<file path="src/sv/ebmlc_pkg.sv">
`default_nettype none

package ebmlc_pkg;

  // program length; the core halts once the pc reaches it
  localparam int ProgramWords = 256;

  localparam int PcW    = 12;
  localparam int DataW  = 8;
  localparam int RegAw  = 3;
  localparam int MemAw  = 6;
  localparam int InstrW = 16;

  localparam int NumRegs  = 1 << RegAw;
  localparam int MemDepth = 1 << MemAw;

  // opcodes
  localparam logic [3:0] OP_RTYPE = 4'd0;
  localparam logic [3:0] OP_J     = 4'd2;
  localparam logic [3:0] OP_ADDI  = 4'd4;
  localparam logic [3:0] OP_BEQ   = 4'd8;
  localparam logic [3:0] OP_LW    = 4'd11;
  localparam logic [3:0] OP_SW    = 4'd15;

  // r-type funct codes
  localparam logic [2:0] FN_ADD = 3'd0;
  localparam logic [2:0] FN_SUB = 3'd2;
  localparam logic [2:0] FN_AND = 3'd4;
  localparam logic [2:0] FN_OR  = 3'd5;

endpackage

`default_nettype wire

</file>
<file path="src/sv/eight_bit_mips_like_core.sv">
// eight_bit_mips_like_core: small 8-bit core, one 16-bit instruction per transfer.
// Input channel (in_valid/in_ready/instruction) carries the word fetched at the
// current pc; the output channel (out_valid/out_ready plus result fields) returns
// one result per instruction: next_pc, halted, bad_opcode, register and store
// write info. The caller fetches the next word at next_pc.
// The synchronous register-file and data-store reads are registered into the
// execute stage at the input transfer edge; execute and write-back land in the
// output register when the execute stage advances, which a stalled receiver can
// hold off.
// Throughput: 1 instruction per cycle while the receiver keeps taking results;
// a write-back and the next instruction's reads share a cycle, and the register
// file and data store each forward their most recent write to cover the registered read.
// Reset clears pc, and the per-entry valid bits make all 8 registers and all 64
// data-store words read as zero; no clearing pass, in_ready is low during reset
// and inputs are taken from the first cycle after it.
// When the receiver stalls, the result holds in the output register, one more
// instruction waits in the execute stage, and in_ready drops until space frees.
// Once pc reaches the program length every result reports halted and no state
// changes.
`default_nettype none

module eight_bit_mips_like_core
  import ebmlc_pkg::*;
(
  input  wire logic              clk,
  input  wire logic              rst,
  input  wire logic              in_valid,
  output logic                   in_ready,
  input  wire logic [InstrW-1:0] instruction,
  output logic                   out_valid,
  input  wire logic              out_ready,
  output logic [PcW-1:0]         next_pc,
  output logic                   halted,
  output logic                   bad_opcode,
  output logic                   reg_written,
  output logic [RegAw-1:0]       dest_reg,
  output logic [DataW-1:0]       write_value,
  output logic                   mem_written,
  output logic [MemAw-1:0]       mem_addr
);

  // storage
  logic [DataW-1:0] regs [NumRegs];
  logic [DataW-1:0] dmem [MemDepth];
  logic [NumRegs-1:0]  reg_ok;
  logic [MemDepth-1:0] dmem_ok;

  logic [PcW-1:0] pc;

  // execute stage
  logic              s1_valid;
  logic [InstrW-1:0] s1_instr;
  logic [DataW-1:0]  rs_q, rt_q, dm_q;
  logic              rs_ok_q, rt_ok_q, dm_ok_q;

  // most recent writes, forwarded to the read that shares their cycle
  logic             last_reg_we;
  logic [RegAw-1:0] last_reg_addr;
  logic [DataW-1:0] last_reg_data;
  logic             last_mem_we;
  logic [MemAw-1:0] last_mem_addr;
  logic [DataW-1:0] last_mem_data;

  logic in_xfer, s1_advance;

  assign s1_advance = s1_valid && (!out_valid || out_ready);
  assign in_ready   = !rst && (!s1_valid || s1_advance);
  assign in_xfer    = in_valid && in_ready;

  // decode
  logic [3:0]       op;
  logic [RegAw-1:0] rs, rt, rd;
  logic [2:0]       fn;
  logic [MemAw-1:0] imm;
  logic [PcW-1:0]   target;

  assign op     = s1_instr[15:12];
  assign rs     = s1_instr[11:9];
  assign rt     = s1_instr[8:6];
  assign rd     = s1_instr[5:3];
  assign fn     = s1_instr[2:0];
  assign imm    = s1_instr[5:0];
  assign target = s1_instr[11:0];

  logic [DataW-1:0] rs_val, rt_val, ld_val;

  always_comb begin
    if (last_reg_we && last_reg_addr == rs) rs_val = last_reg_data;
    else rs_val = rs_ok_q ? rs_q : '0;
    if (last_reg_we && last_reg_addr == rt) rt_val = last_reg_data;
    else rt_val = rt_ok_q ? rt_q : '0;
    if (last_mem_we && last_mem_addr == imm) ld_val = last_mem_data;
    else ld_val = dm_ok_q ? dm_q : '0;
  end

  // execute
  logic [PcW-1:0]   npc;
  logic             ex_halted, ex_bad, rf_we, dm_we;
  logic [RegAw-1:0] ex_dreg;
  logic [DataW-1:0] ex_wval;
  logic [MemAw-1:0] ex_maddr;

  always_comb begin
    npc       = pc + PcW'(1);
    ex_halted = 1'b0;
    ex_bad    = 1'b0;
    rf_we     = 1'b0;
    dm_we     = 1'b0;
    ex_dreg   = '0;
    ex_wval   = '0;
    ex_maddr  = '0;
    if ({1'b0, pc} >= (PcW+1)'(ProgramWords)) begin
      ex_halted = 1'b1;
      npc       = pc;
    end else begin
      case (op)
        OP_RTYPE: begin
          rf_we   = 1'b1;
          ex_dreg = rd;
          case (fn)
            FN_ADD:  ex_wval = rs_val + rt_val;
            FN_SUB:  ex_wval = rs_val - rt_val;
            FN_AND:  ex_wval = rs_val & rt_val;
            FN_OR:   ex_wval = rs_val | rt_val;
            default: begin
              rf_we   = 1'b0;
              ex_dreg = '0;
            end
          endcase
        end
        OP_ADDI: begin
          rf_we   = 1'b1;
          ex_dreg = rt;
          ex_wval = rs_val + DataW'(imm);
        end
        OP_LW: begin
          rf_we    = 1'b1;
          ex_dreg  = rt;
          ex_wval  = ld_val;
          ex_maddr = imm;
        end
        OP_SW: begin
          dm_we    = 1'b1;
          ex_wval  = rt_val;
          ex_maddr = imm;
        end
        OP_BEQ: begin
          if (rs_val == rt_val) npc = pc + PcW'(imm) + PcW'(1);
        end
        OP_J: begin
          npc = target;
        end
        default: begin
          ex_bad = 1'b1;
        end
      endcase
    end
  end

  // memory arrays: one write and synchronous reads
  always_ff @(posedge clk) begin
    if (s1_advance && rf_we) regs[ex_dreg] <= ex_wval;
    if (s1_advance && dm_we) dmem[imm] <= ex_wval;
    if (in_xfer) begin
      rs_q     <= regs[instruction[11:9]];
      rt_q     <= regs[instruction[8:6]];
      dm_q     <= dmem[instruction[5:0]];
      rs_ok_q  <= reg_ok[instruction[11:9]];
      rt_ok_q  <= reg_ok[instruction[8:6]];
      dm_ok_q  <= dmem_ok[instruction[5:0]];
      s1_instr <= instruction;
    end
  end

  // control and result registers
  always_ff @(posedge clk) begin
    if (rst) begin
      pc          <= '0;
      reg_ok      <= '0;
      dmem_ok     <= '0;
      s1_valid    <= 1'b0;
      out_valid   <= 1'b0;
      last_reg_we <= 1'b0;
      last_mem_we <= 1'b0;
    end else begin
      if (in_xfer) s1_valid <= 1'b1;
      else if (s1_advance) s1_valid <= 1'b0;

      if (s1_advance) out_valid <= 1'b1;
      else if (out_ready) out_valid <= 1'b0;

      if (s1_advance) begin
        pc <= npc;
        if (rf_we) begin
          reg_ok[ex_dreg] <= 1'b1;
          last_reg_we     <= 1'b1;
          last_reg_addr   <= ex_dreg;
          last_reg_data   <= ex_wval;
        end
        if (dm_we) begin
          dmem_ok[imm]  <= 1'b1;
          last_mem_we   <= 1'b1;
          last_mem_addr <= imm;
          last_mem_data <= ex_wval;
        end
      end
    end
  end

  always_ff @(posedge clk) begin
    if (s1_advance) begin
      next_pc     <= npc;
      halted      <= ex_halted;
      bad_opcode  <= ex_bad;
      reg_written <= rf_we;
      dest_reg    <= ex_dreg;
      write_value <= ex_wval;
      mem_written <= dm_we;
      mem_addr    <= ex_maddr;
    end
  end

  // a held result with a full execute stage blocks the input
  assert property (@(posedge clk) disable iff (rst)
    (s1_valid && out_valid && !out_ready) |-> !in_ready)
    else $error("input taken while pipeline is full");

  // a halted step never writes anything
  assert property (@(posedge clk) disable iff (rst)
    out_valid |-> !(halted && (reg_written || mem_written)))
    else $error("halted step wrote state");

  assert property (@(posedge clk) disable iff (rst)
    out_valid |-> !(reg_written && mem_written))
    else $error("register and store written in one step");

  // a register write is recorded for forwarding in the next cycle
  assert property (@(posedge clk) disable iff (rst)
    (s1_advance && rf_we) |=> (last_reg_we && last_reg_addr == $past(ex_dreg)))
    else $error("register write not captured for forwarding");

  // pc only moves when an instruction completes
  assert property (@(posedge clk) disable iff (rst)
    !s1_advance |=> $stable(pc))
    else $error("pc changed without a completed instruction");

endmodule

`default_nettype wire

</file>
<file path="config.mk">
export PLATFORM = sky130hd
export DESIGN_NAME = eight_bit_mips_like_core
export DESIGN_NICKNAME = d
export VERILOG_FILES = /design/src/sv/ebmlc_pkg.sv /design/src/sv/eight_bit_mips_like_core.sv
export SDC_FILE = /design/constraint.sdc
export NUM_CORES = 1
export LEC_CHECK = 0
export ABC_AREA = 0
export BUFFER_PORTS_ARGS = -buffer_cell sky130_fd_sc_hd__buf_2
export CAP_MARGIN = 5
export CORE_MARGIN = 4
export CORE_UTILIZATION = 35
export DETAILED_ROUTE_END_ITERATION = 8
export HOLD_SLACK_MARGIN = 0.06
export PLACE_DENSITY = 0.52
export SLEW_MARGIN = 20
export SYNTH_ARGS = -nofsm -noshare
export SYNTH_HDL_FRONTEND = slang
export SYNTH_SLANG_ARGS = --single-unit
export TNS_END_PERCENT = 1
</file>
<file path="constraint.sdc">
create_clock -name clk -period 6.2 [get_ports clk]
set_input_delay 0.93 -clock clk [delete_from_list [all_inputs] [get_ports clk]]
set_output_delay 0.93 -clock clk [all_outputs]
set_load 0.02 [all_outputs]
</file>
# Word level (Yosys, flattened, before mapping)
# Memory sizes are Yosys's and may differ from the RTL's. A register that Yosys moved wholly into a read port is not among the register bits.
# Index checks and enable logic that the tools add are counted.
op_classes:
  add_sub_neg: 6
  order_cmp: 8
  n_eq_ne: 12
  n_mux: 40
  bitwise: 6
  n_reduce_logical: 28
op_table:
  columns: ["operator", "count"]
  rows:
  - ["OR 64 bit", 1]
  - ["one-hot mux 8 bit (4 select lines)", 2]
  - ["2-to-1 mux 8 bit", 7]
  - ["adder 12 x 1 -> 12 bit, second input constant", 2]
  - ["2-to-1 mux 12 bit", 2]
  - ["one-hot mux 12 bit (2 select lines)", 1]
  - ["2-to-1 mux 1 bit", 19]
  - ["OR 8 bit", 2]
  - ["less-than comparator 6 x 7 -> 1 bit, second input constant", 2]
  - ["adder 12 x 6 -> 12 bit", 1]
  - ["== test 4 bit, second input constant", 3]
  - [">= comparator 12 x 9 -> 1 bit, second input constant", 1]
  - ["less-than comparator 3 x 4 -> 1 bit, second input constant", 3]
  - ["logical AND 1 bit", 10]
  - ["adder 8 x 6 -> 8 bit", 1]
  - ["adder 8 bit", 1]
  - ["AND 8 bit", 1]
  - ["== test 8 bit", 1]
  - ["subtractor 8 bit", 1]
  - ["binary-select mux 1 bit (select 3 bit)", 2]
  - ["binary-select mux 1 bit (select 6 bit)", 1]
  - ["demux 1 bit (select 6 bit)", 1]
  - ["== test 3 bit", 2]
  - ["== test 3 bit, second input constant", 2]
  - ["21 further kinds", 31]
word_totals:
  regBits: 165
  mem_bits_rw: 576
  output_inout_bits: 35
  mem_count: 2
memory_table:
  columns: ["memory", "depth", "width", "read_ports", "rd_ports_with_merged_regs", "wr", "line", "rtl"]
  rows:
  - ["dmem", 64, 8, 1, 1, 1, "eight_bit_mips_like_core.sv:44", "logic [DataW-1:0] dmem [MemDepth];"]
  - ["regs", 8, 8, 2, 2, 1, "eight_bit_mips_like_core.sv:43", "logic [DataW-1:0] regs [NumRegs];"]

# Longest topological paths before layout
# Gate-level depths: netlist (run 1).
logic_depth:
  ltp_word: 10
  ltp_mapped: 15
  mapped_depth_nobuf: 14

# Worst setup path before layout (run 1)
# OpenSTA, ideal clock, no wires.
synth_timing:
  path_kind: "register to register"
  start: "register last_reg_addr[2]"
  end: "memory dmem[0][5] (data pin)"
  setup_ns: 0.654
  arrival_time_ns: 5.008
  required_time_ns: 5.546
  path_slack_ns: 0.539
  stages_incl_launch_ff: 12
  synth_period_minus_slack_ns: 5.661
  cell_sequence: "edfxtp_1 > xor2_1 > nor4_4 > clkbuf_1 > nand2_1 > o21ai_0 > ha_1 > a211oi_1 > nor2_1 > o31a_1 > a211o_1 > a31oi_1"
synth_via:
  elab_chain_cells: 7
  elab_cells_between_ends: 14
  classes_between: "3 x add/sub; 2 x eq/ne; 5 x mux; 2 x bitwise; 2 x reduce/logical"
synth_rtl:
  columns: ["item", "line", "rtl"]
  rows:
  - ["start: declaration", "eight_bit_mips_like_core.sv:58", "logic [RegAw-1:0] last_reg_addr;"]
  - ["start signal: assignment", "eight_bit_mips_like_core.sv:197", "last_reg_addr <= ex_dreg;"]
  - ["== test 3 bit (on tied branches)", "eight_bit_mips_like_core.sv:88, eight_bit_mips_like_core.sv:90", null]
  - ["logical AND 1 bit (on tied branches)", "eight_bit_mips_like_core.sv:88, eight_bit_mips_like_core.sv:90", null]
  - ["2-to-1 mux 8 bit (on tied branches)", "eight_bit_mips_like_core.sv:88, eight_bit_mips_like_core.sv:90", null]
  - ["subtractor 8 bit, or another cell as far along", "eight_bit_mips_like_core.sv:122", "FN_SUB: ex_wval = rs_val - rt_val;"]
  - ["one-hot mux 8 bit (4 select lines)", "eight_bit_mips_like_core.sv:120", "case (fn)"]
  - ["one-hot mux 8 bit (4 select lines) (*)", "eight_bit_mips_like_core.sv:116", "case (op)"]
  - ["2-to-1 mux 8 bit (*)", "eight_bit_mips_like_core.sv:112", "if ({1'b0, pc} >= (PcW+1)'(ProgramWords)) begin"]
  - ["via ex_wval[5]", "eight_bit_mips_like_core.sv:100", "logic [DataW-1:0] ex_wval;"]
  - ["end: declaration", "eight_bit_mips_like_core.sv:44", null]
# Mark *: on every way through the listed nets, which the timed path passes. The rest lies on a longest branch.

# Worst setup path in the final report (run 1)
layout_timing:
  start: "register s1_instr[6]"
  end: "memory dmem[51][3] (data pin)"
layout_via:
  elab_chain_cells: 7
  elab_cells_between_ends: 10
  classes_between: "2 x add/sub; 1 x eq/ne; 4 x mux; 2 x bitwise; 1 x reduce/logical"
layout_rtl:
  columns: ["item", "line", "rtl"]
  rows:
  - ["start: declaration", "eight_bit_mips_like_core.sv:52", "logic [InstrW-1:0] s1_instr;"]
  - ["start signal: assignment", "eight_bit_mips_like_core.sv:171", "s1_instr <= instruction;"]
  - ["== test 3 bit (*)", "eight_bit_mips_like_core.sv:90", "if (last_reg_we && last_reg_addr == rt) rt_val = last_reg_data;"]
  - ["logical AND 1 bit (*)", "eight_bit_mips_like_core.sv:90", null]
  - ["2-to-1 mux 8 bit (*)", "eight_bit_mips_like_core.sv:90", null]
  - ["subtractor 8 bit, or another cell as far along", "eight_bit_mips_like_core.sv:122", null]
  - ["one-hot mux 8 bit (4 select lines)", "eight_bit_mips_like_core.sv:120", null]
  - ["one-hot mux 8 bit (4 select lines) (*)", "eight_bit_mips_like_core.sv:116", null]
  - ["2-to-1 mux 8 bit (*)", "eight_bit_mips_like_core.sv:112", null]
  - ["via ex_wval[3]", "eight_bit_mips_like_core.sv:100", null]
# Marks and branches as above.

==> run_results.csv, run 1 <==
group,metric,value,unit
synth,synth_nets,1817,
synth,synthAdderAreaFrac,0.0170,
sta,period_needed,4650,ps
detailed_routing,drt_iter0_markers,1474,
synth,synth_top_family_by_area,"multiplexers",
clock_tree,cts_resized,0,
setup_path,cp.required,6660,ps
detailed_routing,first_pass_iters,5,
sta,rsz0062_at_grt,"no",
power,power.leakage,12.4,nW
clock_tree,clkTransAtPathRegs,60,ps
placement,dp_hpwl,51600,microns
floorplanning,die_h,309,microns
detailed_routing,vias,16900,
sta,setup_tns,0,ps
global_route,antenna_found_initial,0,
placement,gp_congestion,0.825,
detailed_routing,routed_wl,82800,microns
clock_tree,clk_latency,640,ps
synth,ys.flop_type,"edfxtp_1",
synth,yosysUniqueCellTypes,74,
synth,synthMuxAreaShare,0.169,
setup_path,crit_type,"register to register",
floorplanning,die_area,95600,sq um
clock_tree,cts_tree,"done",
clock_tree,clk_path_buf_depth,3,
cells_and_area,finish.utilization,0.406,
global_route,groute.usage.overall,0.174,
setup_path,crit_fanout,41,
clock_tree,holdBufCountCts,0,
cells_and_area,largest_register_ff_count,512,
power,ir_drop,0.000140,V
sta,worstMarginPinSlew,1120,ps
clock_tree,cts_root_buffer,"clkbuf_16",
sta,slew_viol_final,0,
sta,finalHoldViolations,0,
synth,yosysWarnings,0,
placement,place_area,33800,sq um
synth,synthTopCellsByCount,"edfxtp_1 (677), mux4_2 (225), nor2_1 (175)",
clock_tree,cts_max_level,3,
sta,clock_skew,35.1,ps
synth,syn_inst,1757,
setup_path,cp-start-kind,"register",
floorplanning,initial_utilization,0.353,
sta,relSlewSlack,0.252,
floorplanning,boundaryPins,55,
synth,ys_seq_area_frac,0.696,
synth,synth_compound_gate_area_share,0.0423,
global_route,grt_pass1_wl,121000,microns
detailed_routing,drc_errors,0,
global_route,grt_overflow_total,0,
cells_and_area,nets,1926,
synth,synth_edf_count,677,
synth,synth_area_leaders,"edfxtp_1 (64%), mux4_2 (16%), dfxtp_1 (5.5%)",
synth,synth.avg_cell_area,18.1,sq um
cells_and_area,largestRegisters,"dmem x512, dmem_ok x64, regs x64",
clock_tree,cts_setup_buffers,0,
power,p_per_area,306,nW/um^2
cells_and_area,regMostFlops,"dmem",
synth,synth-xor-area-share,0.00800,
detailed_routing,antenna_left,0,
synth,synthArstFlopShare,0,
global_route,grt_max_degree,76,
clock_tree,clkSinkCount,765,
setup_path,crit_path_end_kind,"register",
synth,syn-cell-area,31800,sq um
detailed_routing,viasPerCell,5.43,
floorplanning,core,90000,sq um
cells_and_area,final_cell_area,36600,sq um
clock_tree,cts_buffers,82,
run_status,status,"completed",
floorplanning,fp.dieW,309,microns
floorplanning,fp-row-count,110,
sta,fmax,215,MHz
synth,synth_simple_gate_area_frac,0.0511,
job,cap_violations,0,
cells_and_area,drive_above_1_share,0.277,
synth,yosysTopAreaCell,"edfxtp_1",
cells_and_area,area.growth.synth_to_final,15.2,%
min_path,min_path_type,"register to register",
synth,synth.most_common_cell,"edfxtp_1",
sta,setup_viol_count_final,0,
placement,io_buffer_count,54,
cells_and_area,num_antenna_cells,0,
detailed_routing,routedWlPerCell,26.7,microns
setup_path,arrival,5110,ps
sta,period_share,0.750,
synth,ys_ff_latch,765,
synth,yosysTopAreaCellShare,0.640,
global_route,first_global_vias,17200,
-- metal layers --
metal  track usage  wire length (microns)  share of wire  up-vias
met3        0.0230                   4370          0.053      114
li1              -                      -              -     7280
met2         0.282                  39700           0.48      521
met5             0                      0              0        -
met1         0.251                  37000           0.45     8950
met4        0.0455                   1800          0.022        0
-- cells by family (layout without fill, tap and decap cells) --
kind of cell | Yosys count | after routing
compound gates | 202 | 202
flops | 765 | 765
fa+ha+maj | 41 | 41
buf+inv | 124 | 299
mux | 251 | 251
simple gates | 345 | 345
xor+xnor | 29 | 29
-- layout by cell type, fill, tap and decap left out, drive strengths merged, types with 4 or more instances in the layout --
cell / n
inv: 32
edfxtp: 677
o211a: 4
nor3: 15
o21a: 43
nor2b: 10
xnor2: 18
and2: 11
and3: 20
a21oi: 35
nand3: 12
clkinv: 23
a31oi: 7
ha: 36
mux4: 225
o22ai: 6
o21bai: 5
mux2: 20
a21o: 4
xor2: 11
a221oi: 6
clkbuf: 115
dfxtp: 88
fa: 4
nor2: 175
buf: 117
a211oi: 7
bufinv: 9
nand2: 65
o21ai: 52
nor4: 8
mux2i: 6
nand2b: 11
-- power by group --
group          internal, mW  total (mW)  leakage [nW]  switching (mW)
logic                 0.229       0.563          3.75           0.334
clock network          3.02        5.01          1.36            2.00
registers              5.59        5.61          7.32          0.0245
-- stage by stage --
stage          cells  power [mW]  setup slack [ps]  hold WS [ps]
6_report        3108        11.2              1550           462
5_1_grt         3108        11.6              1150           473
4_1_cts         3108        11.3              1570           459
3_5_place_dp    2958        6.29              1590           452
3_3_place_gp    2958        6.29              1710           441
2_1_floorplan   1757        6.10               539           435
-- layout make-up --
cell class	instances	area (sq um)
Sequential cell	765	22100
Multi-Input combinational cell	868	9310
Fill cell	8032	53400
Clock inverter	35	452
Timing Repair Buffer	117	810
Tap cell	1176	1470
Clock buffer	115	2340
Inverter	32	120
-- worst max-delay path, stage by stage, from the launching register on --
cell      delay, ps
edfxtp_1        430
xnor2_1         290
nand4_2         330
and3_1          310
a21oi_1         300
inv_1           180
ha_1            390
o21bai_1        290
a211oi_1        120
o21bai_1        180
xnor2_1         150
a22o_1          140
a221oi_1        100
nor2_4          880
buf_4           370
-- path summary, 6_finish.rpt --
path / from / slack, ps / endpoint / cells past startpoint
max reg2reg: s1_instr[6] / 1550 / dmem[51][3] / 14
max: s1_instr[6] / 1550 / dmem[51][3] / 14
min reg2reg: dmem_ok[58] / 460 / dmem_ok[58] / 1
min: dmem_ok[58] / 460 / dmem_ok[58] / 1
Power figures use the tool's default switching activity.
==> run 2: changes to the inputs <==
clock period = 4.7 ns   (was 6.2 ns; I/O delays follow)
==> run_results.csv, run 2 (same netlist as run 1, synthesis figures left out) <==
group,metric,value,unit
run_status,status,"completed",
setup_path,cp.required,5090,ps
power,p_int,11.6,mW
floorplanning,boundaryPins,55,
min_path,min_path_type,"input port to register",
sta,relSlewSlack,0.309,
global_route,groute.usage.overall,0.173,
clock_tree,cts_max_level,3,
sta,setup_tns,0,ps
sta,period_needed,4070,ps
clock_tree,clkTransAtPathRegs,60,ps
job,cap_violations,0,
clock_tree,clkSinkCount,765,
setup_path,reg2reg_depth,11,
sta,slew_viol_final,0,
detailed_routing,routed_wl,81800,microns
min_path,worstHoldPathCells,1,
detailed_routing,vias,16800,
detailed_routing,viasPerCell,5.32,
cells_and_area,stdcell_count,3164,
setup_path,r2r-start,"last_reg_addr[2]",
setup_path,crit_path_end_kind,"register",
cells_and_area,regMostFlops,"dmem",
setup_path,arrival,4450,ps
clock_tree,holdBufCountCts,0,
clock_tree,cts_root_buffer,"clkbuf_16",
power,swShare,0.216,
global_route,grt_max_degree,76,
power,p_clk_frac,0.446,
global_route,first_global_vias,17400,
clock_tree,cts_buffers,83,
clock_tree,cts_setup_buffers,0,
floorplanning,core,90000,sq um
placement,gp_congestion,0.840,
cells_and_area,layout_commonest_cell,"edfxtp_1",
cells_and_area,nets,1976,
floorplanning,initial_utilization,0.353,
sta,worstMarginPinSlew,1030,ps
cells_and_area,drive_above_1_share,0.285,
power,seq_power_share,0.502,
floorplanning,die_h,309,microns
min_path,whs_endpoint,"s1_instr[13]",
setup_path,r2r_end,"next_pc[4]",
setup_path,slowest_delay,580,ps
power,power.switching,3.18,mW
placement,dp_hpwl,53500,microns
sta,period_share,0.865,
setup_path,crit_type,"register to register",
sta,clock_skew,49.0,ps
cells_and_area,mostFrequentLayoutCells,"edfxtp_1 (677), mux4_2 (225), nor2_1 (172)",
detailed_routing,drc_errors,0,
clock_tree,clk_path_buf_depth,3,
setup_path,crit_fanout,10,
sta,finalHoldViolations,0,
setup_path,critPathMostFrequentCell,"nor4_4",
sta,fmax,246,MHz
global_route,grt_pass1_wl,121000,microns
cells_and_area,largestRegisters,"dmem x512, dmem_ok x64, regs x64",
power,power.leakage,12.7,nW
clock_tree,clk_latency,660,ps
min_path,hold_start,"instruction[13]",
power,ir_drop,0.000295,V
sta,setup_viol_count_final,0,
power,p_per_area,398,nW/um^2
setup_path,r2r_setup_slack,630,ps
detailed_routing,routedWlPerCell,25.8,microns
floorplanning,die_area,95600,sq um
floorplanning,fp.dieW,309,microns
detailed_routing,drt_iter0_markers,1413,
setup_path,cp-start-kind,"register",
cells_and_area,largest_register_ff_count,512,
clock_tree,cts_tree,"done",
global_route,grt_overflow_total,0,
clock_tree,cts_resized,0,
detailed_routing,first_pass_iters,5,
detailed_routing,antenna_left,0,
global_route,antenna_found_initial,8,
cells_and_area,fill_cells,8069,
sta,rsz0062_at_grt,"no",
power,combPwrFrac,0.052,
placement,io_buffer_count,54,
placement,dp.cells,3007,
cells_and_area,area.growth.synth_to_final,16.7,%
setup_path,path_cells,"xor2_1 > nor4_4 > buf_4 > o21ai_0 > ha_1 > or4_4 > nor4_4 > and4_1 > nor3_1 > a2111oi_1 > nor2_1",
setup_path,critPathSlowestCell,"or4_4",
floorplanning,fp-row-count,110,
[run 2: power by group through the flow]
stage	clock, mW	combinational (mW)	sequential (mW)
2_1_floorplan	0	0.492	7.55
3_3_place_gp	0	0.771	7.55
3_5_place_dp	0	0.774	7.55
4_1_cts	6.74	0.777	7.40
5_1_grt	7.05	0.821	7.40
6_report	6.58	0.762	7.40
[run 2: per-layer routing]
metal | part of all wire | track usage
met1 | 0.44 | 0.242
met2 | 0.47 | 0.277
met3 | 0.064 | 0.0344
met4 | 0.025 | 0.0521
met5 | 0.00016 | 0
[run 2: critical path, delay by kind of cell, from the launching register on]
kind,cells,cell delay (ps)
adder cells (fa/ha/maj),1,480
AND/OR/NAND/NOR,6,1790
buffers and inverters,1,250
AO/OA/AOI/OAI,2,690
flip-flops,1,410
XOR/XNOR,1,200
[run 2: worst max path at each step]
| stage | start | end | slack, ps |
|---|---|---|---|
| 2_1_floorplan | last_reg_addr[2] | dmem[0][6] | -920 |
| 3_3_place_gp | s1_instr[7] | dmem[46][3] | 510 |
| 3_5_place_dp | last_reg_addr[2] | next_pc[4] | 590 |
| 4_1_cts | last_reg_addr[2] | next_pc[4] | 620 |
| 5_1_grt | last_reg_addr[2] | dmem[32][7] | 300 |
| 6_report | last_reg_addr[2] | next_pc[4] | 630 |
[run 2: cell type report]
type / count / area (sq um) / area share
Antenna cell: 3 / 7.51 / 0.000202
Clock buffer: 117 / 2320 / 0.0627
Clock inverter: 37 / 474 / 0.0128
Inverter: 32 / 120 / 0.00324
Multi-Input combinational cell: 868 / 9260 / 0.250
Sequential cell: 765 / 22100 / 0.596
Tap cell: 1176 / 1470 / 0.0397
Timing Repair Buffer: 166 / 1330 / 0.0358
[run 2: stage by stage]
step / total power, mW / util / cell area [sq um] / setup WS [ps] / hold WS, ps
final: 14.7 / 0.412 / 37100 / 634 / 271
after global routing: 15.3 / 0.412 / 37100 / 305 / 245
after CTS: 14.9 / 0.412 / 37100 / 623 / 221
after detailed placement: 8.32 / 0.381 / 34300 / 589 / 450
after global placement: 8.32 / 0.380 / 34200 / 508 / 441
after floorplan: 8.04 / - / 31800 / -925 / 435
==> run 3: changes to the inputs <==
ABC_AREA = 1   (was 0)
==> run_results.csv, run 3 <==
group,metric,value,unit
detailed_routing,routed_wl,95900,microns
clock_tree,holdBufCountCts,0,
setup_path,crit_fanout,49,
detailed_routing,viasPerCell,5.39,
sta,period_share,0.899,
floorplanning,die_h,314,microns
clock_tree,cts_resized,0,
sta,finalWorstSetupSlack,473,ps
cells_and_area,num_antenna_cells,0,
synth,yosysWarnings,0,
floorplanning,initial_utilization,0.352,
placement,gp_congestion,0.870,
clock_tree,cts_tree,"done",
setup_path,cp-start-kind,"register",
sta,finalHoldViolations,0,
synth,ys_ff_latch,765,
job,cap_violations,0,
floorplanning,core,93200,sq um
detailed_routing,antenna_left,0,
sta,slew_viol_final,0,
cells_and_area,area.growth.synth_to_final,14.5,%
detailed_routing,vias,23400,
global_route,first_global_vias,22700,
synth,synth.most_common_cell,"edfxtp_1",
cells_and_area,final_cell_area,37600,sq um
synth,syn-cell-area,32800,sq um
synth,synth_nets,3042,
power,p_per_area,397,nW/um^2
cells_and_area,layout_commonest_cell,"edfxtp_1",
global_route,antenna_found_initial,0,
placement,place_area,34800,sq um
clock_tree,clkSinkCount,765,
sta,clock_skew,42.7,ps
power,power.leakage,13.2,nW
clock_tree,clkTransAtPathRegs,60,ps
sta,period_needed,4230,ps
sta,relSlewSlack,0.236,
detailed_routing,first_pass_iters,5,
power,ir_drop,0.000279,V
run_status,status,"completed",
min_path,min_path_type,"input port to register",
detailed_routing,drc_errors,0,
floorplanning,die_area,98700,sq um
cells_and_area,largest_register_ff_count,512,
global_route,grt_overflow_total,0,
synth,synth_area_leaders,"edfxtp_1 (62%), o21ai_0 (7.3%), nor2_1 (7.1%)",
clock_tree,cts_max_level,3,
synth,syn_inst,2982,
placement,place_ws,554,ps
synth,synth.avg_cell_area,11.0,sq um
setup_path,crit_type,"register to register",
synth,synthArstFlopShare,0,
clock_tree,clk_latency,660,ps
placement,dp_hpwl,59400,microns
power,power,14.9,mW
cells_and_area,largestRegisters,"dmem x512, dmem_ok x64, regs x64",
cells_and_area,finish.utilization,0.403,
sta,fmax,237,MHz
detailed_routing,routedWlPerCell,22.1,microns
synth,ys_seq_area_frac,0.673,
cells_and_area,mostFrequentLayoutCells,"edfxtp_1 (677), nor2_1 (610), o21ai_0 (481)",
synth,yosysUniqueCellTypes,54,
cells_and_area,regMostFlops,"dmem",
synth,synthTopCellsByCount,"edfxtp_1 (677), nor2_1 (619), o21ai_0 (481)",
global_route,groute.usage.overall,0.191,
global_route,grt_max_degree,124,
floorplanning,fp-row-count,112,
floorplanning,boundaryPins,55,
cells_and_area,drive_above_1_share,0.106,
synth,ys.flop_type,"edfxtp_1",
cells_and_area,fill_cells,8853,
clock_tree,cts_setup_buffers,0,
clock_tree,clk_path_buf_depth,3,
setup_path,crit_path_end_kind,"register",
clock_tree,cts_buffers,83,
synth,yosysTopAreaCellShare,0.620,
sta,rsz0062_at_grt,"no",
setup_path,arrival,4590,ps
cells_and_area,nets,3084,
sta,worstMarginPinSlew,1140,ps
synth,yosysTopAreaCell,"edfxtp_1",
synth,synth_edf_count,677,
global_route,grt_pass1_wl,144000,microns
setup_path,cp.required,5070,ps
floorplanning,fp.dieW,314,microns
placement,io_buffer_count,54,
detailed_routing,drt_iter0_markers,2283,
sta,setup_viol_count_final,0,
clock_tree,cts_root_buffer,"clkbuf_16",
run 3: changes by cell type in the layout (fill, tap and decap cells not counted), sizes merged, moves of 65 or more:
cell,delta
a21oi,+65
inv,+129
mux4,-225
nand2,+194
nor2,+452
o21ai,+432
o22ai,+151
run 3: metal layers:
layer,GRT usage,vias to the layer above,part of all wire
met1,0.266,11700,0.45
met5,0,-,0
met2,0.307,819,0.46
met3,0.0305,158,0.063
met4,0.0564,0,0.026
li1,-,10800,-
run 3: path summary, 6_finish.rpt:
check | end | from | depth (start not counted) | slack [ps]
min | s1_instr[14] | instruction[14] | 1 | 230
min reg2reg | dmem_ok[9] | dmem_ok[9] | 2 | 460
max reg2reg | dmem[18][7] | last_reg_addr[1] | 20 | 470
max | dmem[18][7] | last_reg_addr[1] | 20 | 470
run 3: cells by family (layout without fill, tap and decap cells):
group | count (synthesis) | after routing | share of synthesized area
buf+inv | 342 | 453 | 0.0405
simple gates | 965 | 965 | 0.119
flops | 765 | 765 | 0.673
xor+xnor | 17 | 17 | 0.00454
fa+ha+maj | 40 | 40 | 0.0162
compound gates | 853 | 853 | 0.147
run 3: per-stage QoR:
stage | hold WS [ps] | setup TNS (ps) | cells
CTS | 191 | 0 | 4347
global placement | 444 | 0 | 4193
global route | 203 | 0 | 4347
finish | 231 | 0 | 4347
floorplan | 428 | -157880 | 2982
detailed placement | 453 | 0 | 4193
run 3: worst max-delay path, cell delays in order, from the launching register on:
cell and delay [ps]:
edfxtp_1 420, nand2_1 90, nand2_1 50, nor2_1 140, nand2_1 310, o21ai_0 610, inv_1 220, ha_1 430
inv_1 80, nor3_1 200, nand2_1 100, nand2_1 80, nand2_1 80, nand3_1 110, nand2_1 60, nand2_1 60
nand3_1 60, nand3_1 110, nand2_1 100, a21oi_4 170, buf_4 440
run 3: cell type report:
cell class                      instances  area (sq um)  share of cell area
Clock inverter                         39           430              0.0115
Sequential cell                       765         22100               0.588
Multi-Input combinational cell       1875          9500               0.253
Timing Repair Buffer                  129          1010              0.0269
Clock buffer                          115          2330              0.0620
Tap cell                             1254          1570              0.0418
Inverter                              170           647              0.0172
run 3: report_power, final:
part | switching [mW] | internal, mW | total, mW
Combinational | 0.695 | 0.271 | 0.966
Sequential | 0.0351 | 7.40 | 7.43
Clock | 2.73 | 3.78 | 6.51
Total | 3.46 | 11.4 | 14.9
